--- config.mk ---
export PLATFORM = sky130hd
export DESIGN_NAME = gbbd_interp
export DESIGN_NICKNAME = d
export VERILOG_FILES = /design/src/gbbd_pkg.sv /design/src/gbbd_interp.sv
export SDC_FILE = /design/constraint.sdc
export NUM_CORES = 2
export LEC_CHECK = 0
export ABC_AREA = 1
export BUFFER_PORTS_ARGS = -buffer_cell sky130_fd_sc_hd__buf_2
export CORE_MARGIN = 8
export CORE_UTILIZATION = 40
export DETAILED_ROUTE_END_ITERATION = 6
export SLEW_MARGIN = 20
export SYNTH_ARGS = -nofsm -noshare
export SYNTH_HDL_FRONTEND = slang
export SYNTH_SLANG_ARGS = --single-unit
--- constraint.sdc ---
create_clock -name clk_i -period 6.6 [get_ports clk_i]
set_clock_uncertainty 0.2 [all_clocks]
set_input_delay 0.33 -clock clk_i [delete_from_list [all_inputs] [get_ports clk_i]]
set_output_delay 0.33 -clock clk_i [all_outputs]
set_load 0.1 [all_outputs]
--- src/gbbd_pkg.sv ---
// Shared types and constants of the gradient box blend and dither pixel block.
// No dependencies; imported by every module of the block.
`timescale 1ns / 1ps
`default_nettype none

package gbbd_pkg;

  // Default coordinate width
  localparam int unsigned CoordBitsDef = 12;

  // Corner color and configuration word widths
  localparam int unsigned ColorBits = 32;
  localparam int unsigned LayoutBits = 27;
  localparam int unsigned CfgIdxBits = 3;

  // Pixel depth codes
  typedef enum logic [1:0] {
    DEPTH_16 = 2'd0,
    DEPTH_24 = 2'd1,
    DEPTH_32 = 2'd2,
    DEPTH_32_ALT = 2'd3
  } depth_e;

  // Register indexes of the configuration port
  typedef enum logic [CfgIdxBits-1:0] {
    CFG_COLOR_UL = 3'd0,
    CFG_COLOR_UR = 3'd1,
    CFG_COLOR_LL = 3'd2,
    CFG_COLOR_LR = 3'd3,
    CFG_BOX_W    = 3'd4,
    CFG_BOX_H    = 3'd5,
    CFG_DEPTH    = 3'd6,
    CFG_LAYOUT   = 3'd7
  } cfg_idx_e;

  // Sideband that travels beside the interpolation pipeline
  typedef struct packed {
    logic [31:0] dst;
    logic        x_odd;
    logic        y_odd;
  } side_t;

endpackage

`default_nettype wire

--- src/gbbd_interp.sv ---
// One channel of the bilinear gradient: products, weighted sum and an
// 8-stage restoring divider by width*height, saturated to 0..255.
// Depends on gbbd_pkg. All stages advance only while en_i is high.
`timescale 1ns / 1ps
`default_nettype none

module gbbd_interp #(
  parameter int unsigned COORD_BITS = gbbd_pkg::CoordBitsDef
) (
  input  wire logic                  clk_i,
  input  wire logic                  en_i,
  input  wire logic [7:0]            ul_i,
  input  wire logic [7:0]            ur_i,
  input  wire logic [7:0]            ll_i,
  input  wire logic [7:0]            lr_i,
  input  wire logic [COORD_BITS-1:0] w_i,
  input  wire logic [COORD_BITS-1:0] h_i,
  input  wire logic [COORD_BITS-1:0] col_i,
  input  wire logic [COORD_BITS-1:0] row_i,
  output logic      [7:0]            val_o
);
  import gbbd_pkg::*;

  localparam int unsigned C  = COORD_BITS;
  localparam int unsigned RW = 2*C + 13;   // non-negative numerator width
  localparam int unsigned NW = 2*C + 14;   // signed numerator width
  localparam int unsigned DW = 2*C;        // divisor width

  // Stage 1: corner products
  logic signed [8:0]   du, dl;
  logic        [C+7:0] ulw_q, llw_q;
  logic signed [C+9:0] pcu_d, pcl_d, pcu_q, pcl_q;
  logic signed [C+1:0] t1_d, t1_q, t1b_q;
  logic        [C-1:0] row_q, rowb_q;
  logic        [DW-1:0] dd1_q, dd2_q, dd3_q;

  assign du    = $signed({1'b0, ur_i}) - $signed({1'b0, ul_i});
  assign dl    = $signed({1'b0, lr_i}) - $signed({1'b0, ll_i});
  assign pcu_d = $signed({1'b0, col_i}) * du;
  assign pcl_d = $signed({1'b0, col_i}) * dl;
  assign t1_d  = $signed({2'b00, h_i}) - $signed({2'b00, row_i});

  always_ff @(posedge clk_i) begin
    if (en_i) begin
      ulw_q <= ul_i * w_i;
      llw_q <= ll_i * w_i;
      pcu_q <= pcu_d;
      pcl_q <= pcl_d;
      t1_q  <= t1_d;
      row_q <= row_i;
      dd1_q <= w_i * h_i;
    end
  end

  // Stage 2: edge sums
  logic signed [C+10:0] sa_q, sb_q;

  always_ff @(posedge clk_i) begin
    if (en_i) begin
      sa_q   <= {3'b000, ulw_q} + {pcu_q[C+9], pcu_q};
      sb_q   <= {3'b000, llw_q} + {pcl_q[C+9], pcl_q};
      t1b_q  <= t1_q;
      rowb_q <= row_q;
      dd2_q  <= dd1_q;
    end
  end

  // Stage 3: vertical weights
  logic signed [RW-1:0] m1_d, m2_d, m1_q, m2_q;

  assign m1_d = t1b_q * sa_q;
  assign m2_d = $signed({1'b0, rowb_q}) * sb_q;

  always_ff @(posedge clk_i) begin
    if (en_i) begin
      m1_q  <= m1_d;
      m2_q  <= m2_d;
      dd3_q <= dd2_q;
    end
  end

  // Stage 4: numerator, sign and overflow flags
  logic [NW-1:0] num_d;
  logic          neg_d, sat_d;

  assign num_d = {m1_q[RW-1], m1_q} + {m2_q[RW-1], m2_q};
  assign neg_d = num_d[NW-1];
  assign sat_d = !neg_d && (num_d[RW-1:0] >= {{(RW-DW-8){1'b0}}, dd3_q, 8'h00});

  logic [RW-1:0] rem_q [0:8];
  logic [7:0]    quo_q [0:8];
  logic [DW-1:0] div_q [0:8];
  logic          neg_q [0:8];
  logic          sat_q [0:8];

  always_ff @(posedge clk_i) begin
    if (en_i) begin
      rem_q[0] <= num_d[RW-1:0];
      quo_q[0] <= 8'h00;
      div_q[0] <= dd3_q;
      neg_q[0] <= neg_d;
      sat_q[0] <= sat_d;
    end
  end

  // Stages 5..12: one quotient bit per stage, high bit first
  for (genvar i = 0; i < 8; i++) begin : g_div
    logic [RW-1:0] trial;
    logic          ge;

    assign trial = {{(RW-DW){1'b0}}, div_q[i]} << (7 - i);
    assign ge    = rem_q[i] >= trial;

    always_ff @(posedge clk_i) begin
      if (en_i) begin
        rem_q[i+1] <= ge ? (rem_q[i] - trial) : rem_q[i];
        quo_q[i+1] <= quo_q[i] | ({7'd0, ge} << (7 - i));
        div_q[i+1] <= div_q[i];
        neg_q[i+1] <= neg_q[i];
        sat_q[i+1] <= sat_q[i];
      end
    end
  end

  // Saturate outside the box
  assign val_o = neg_q[8] ? 8'h00 : (sat_q[8] ? 8'hff : quo_q[8]);

endmodule

`default_nettype wire
==> results.cfg <==
[outcome]
outcome = finished, final reports clean

[floorplan]
initial_utilization = 0.401
rows = 172
dieHeight_um = 484
core_um2 = 219000
die_area_um2 = 235000
io-pin-count = 90
fp.dieW_um = 484

[clock_tree]
clock-sinks = 867
cts_tree = done
root_buffer = clkbuf_16
numCtsBuffers = 100
cts.path.max_buffers = 3
htreeDepth = 3
clkLatencyLatePin_ns = 0.73
clkSlewWorstSetupHoldPaths_ns = 0.06

[setup_path]
cp.arrival_ns = 6.65
start_kind = input port
worst_path_max_delay_cell = dlygate4sd3_1
r2r_end = m1_q[36]$_DFFE_PP_
r2r-start = t1b_q[11]$_DFFE_PP_
crit_top_cell = nand2_1
crit_type = input port to flip-flop
rr_worst_depth = 21
reg2reg_slack_ns = 0.37
critPathMaxFanout = 8
worst_path_largest_cell_delay_ns = 0.53
required_ns = 6.86
cp-end-kind = flip-flop

[route]
drt_iter0_markers = 4016
ant_nets = 0
wl_um = 235000
drc = 0
via_per_inst = 4.96
first_pass_iters = 6
via_count = 65563
post_drt_wl_per_cell_um = 17.8

[timing]
finalSetupTns_ns = 0
fmax_ghz = 0.156
slew_headroom = 0.295
final_max_slew_viol_count = 0
fin_crit_sh = 0.969
period_needed_ns = 6.39
hold_viol = 0
rsz0062_at_grt = no
setup_viol = 0
tightest_slew_ns = 1.06

[layout]
drive_gt1_frac = 0.0520
final_util = 0.437
nets = 12004
n_fill_cell = 21400
syn2layout_area_growth_pct = 8.99

[placed_design]
gp_congestion = 0.940
port_buffers = 89
dpl.hpwl_um = 194000

[yosys]
async_flop_share = 0
syn_area_um2 = 87700
synth_edf_count = 867
synth_cells = 10101
ys_ff_latch = 867
yosys_warnings = 0
synth-seq-area-share = 0.297
synth.net_count = 11860
synth_cell_types = 66
synth_ff_type = edfxtp_1
syn_area_per_cell_um2 = 8.68

[min_path]
hold_depth = 3
hp-start = h_i[11]
holdPathEnd = t1_q[12]$_DFFE_PP_
min_path_type = input port to flip-flop

[grt]
grt_use_total = 0.198
grt_pass1_vias = 68285
antenna_found_initial = 22
grt_max_degree = 183
grt_overflow = 0
grt_pass1_wl_um = 373000

[job]
drv_cap = 0
[metrics by stage]
step	cells	hold slack (ns)	setup slack, ns	cell area (um^2)
after CTS	13193	0.0300	0.187	95500
final	13216	0.106	0.208	95600
after global placement	12990	0.200	-0.392	91900
after detailed placement	12990	0.205	-0.269	91900
after floorplan	10101	0.200	0.00489	87700
after global routing	13204	0.0813	0.00267	95600
[logic make-up after synthesis]
family	synth area share
DFF	0.297
xor gates and xnor gates	0.0396
and+or+nand+nor	0.165
buffers and inverters	0.110
adders and majority gates	0.319
AOI/OAI and AO/OA	0.0704
[routing by layer]
layer	up-vias	track usage	wire (um)
li1	31828	-	-
met1	31848	0.246	98700
met2	1503	0.357	117000
met3	374	0.0255	10800
met4	10	0.0619	8290
met5	-	0	59
[cell usage after synthesis, types with 10 or more instances]
library cell	count	area share
xor2_1	222	0.022
nand4_1	75	0.0053
or2_2	27	0.0019
a31oi_1	37	0.0026
o21ai_2	23	0.0023
xnor2_1	175	0.017
buf_1	18	0.00077
o211ai_1	10	0.00086
nand2_1	2368	0.10
buf_6	13	0.0017
nand3_1	248	0.014
ha_1	750	0.11
nand3b_1	29	0.0025
o31ai_1	11	0.00094
inv_1	2275	0.097
clkbuf_1	167	0.0071
nor3_1	81	0.0046
nor2_1	607	0.026
fa_1	927	0.21
o21bai_1	38	0.0033
o21a_1	10	0.00086
a21boi_0	17	0.0015
o21ai_0	294	0.017
a21oi_1	499	0.028
nor4_1	34	0.0024
o21ai_1	75	0.0043
buf_2	13	0.00074
a21oi_2	17	0.0017
a21o_1	37	0.0032
edfxtp_1	867	0.30
nand2_2	33	0.0024
[sequential cells by signal, summed over array words and instances, names as in the netlist, 23 cells and up]
| name | flops |
|---|---|
| m1_q | 37 |
| sb_q | 23 |
| dd3_q | 24 |
| m2_q | 36 |
| div_q | 192 |
| dd2_q | 24 |
| rem_q | 296 |
| sa_q | 23 |
| quo_q | 36 |
| dd1_q | 24 |
[worst max path at each step]
stage	start	endpoint	cells after the start
after floorplan	lr_i[0]	pcl_q[17]$_DFFE_PP_	33
after global placement	ll_i[0]	pcl_q[17]$_DFFE_PP_	33
after detailed placement	ll_i[0]	pcl_q[17]$_DFFE_PP_	33
after CTS	t1b_q[2]$_DFFE_PP_	m1_q[36]$_DFFE_PP_	20
after global routing	sa_q[9]$_DFFE_PP_	m1_q[35]$_DFFE_PP_	19
final	ul_i[0]	pcu_q[19]$_DFFE_PP_	30
[cells in the final DEF (no fill, tap or decap), drive strengths merged, types with 11 or more instances in the layout]
cell type,n
clkinvlp,11
o21ai,392
a31oi,37
fa,927
clkbuf,115
bufinv,11
or2,31
dlygate4sd3,18
o31ai,11
nand2,2405
diode,17
nand4,75
inv,2297
clkinv,41
a21o,37
nand3b,29
xnor2,175
xor2,222
nor2,618
edfxtp,867
nand3,250
o21bai,41
a21boi,23
nor3,81
buf,244
nor4,39
ha,750
a21oi,516
[area by class of cell]
class	count	area, um^2	area share
Clock buffer	115	2600	0.0272
Multi-Input combinational cell	6724	52100	0.545
Timing Repair Buffer	262	1910	0.0200
Tap cell	2871	3590	0.0376
Sequential cell	867	26000	0.272
Inverter	2290	8600	0.0900
Antenna cell	17	42.5	0.000445
Clock inverter	70	747	0.00781
[worst max-delay path, delay by kind of cell]
family,cells,cell delay [ns]
adders and majority gates,8,3.39
buffers and inverters,5,0.81
AOI/OAI and AO/OA,6,1.27
and+or+nand+nor,11,0.86
[repair_timing]
item                                    CTS  global route
endpoints found under the setup margin    0             9
hold endpoints to repair                 58             0
setup buffers                             0             6
gates resized for setup                   0             5
hold buffers                             18             0
Power is left out: the tool's default activity adds up to more than one toggle a clock period on the data nets, which glitch-free logic cannot reach.
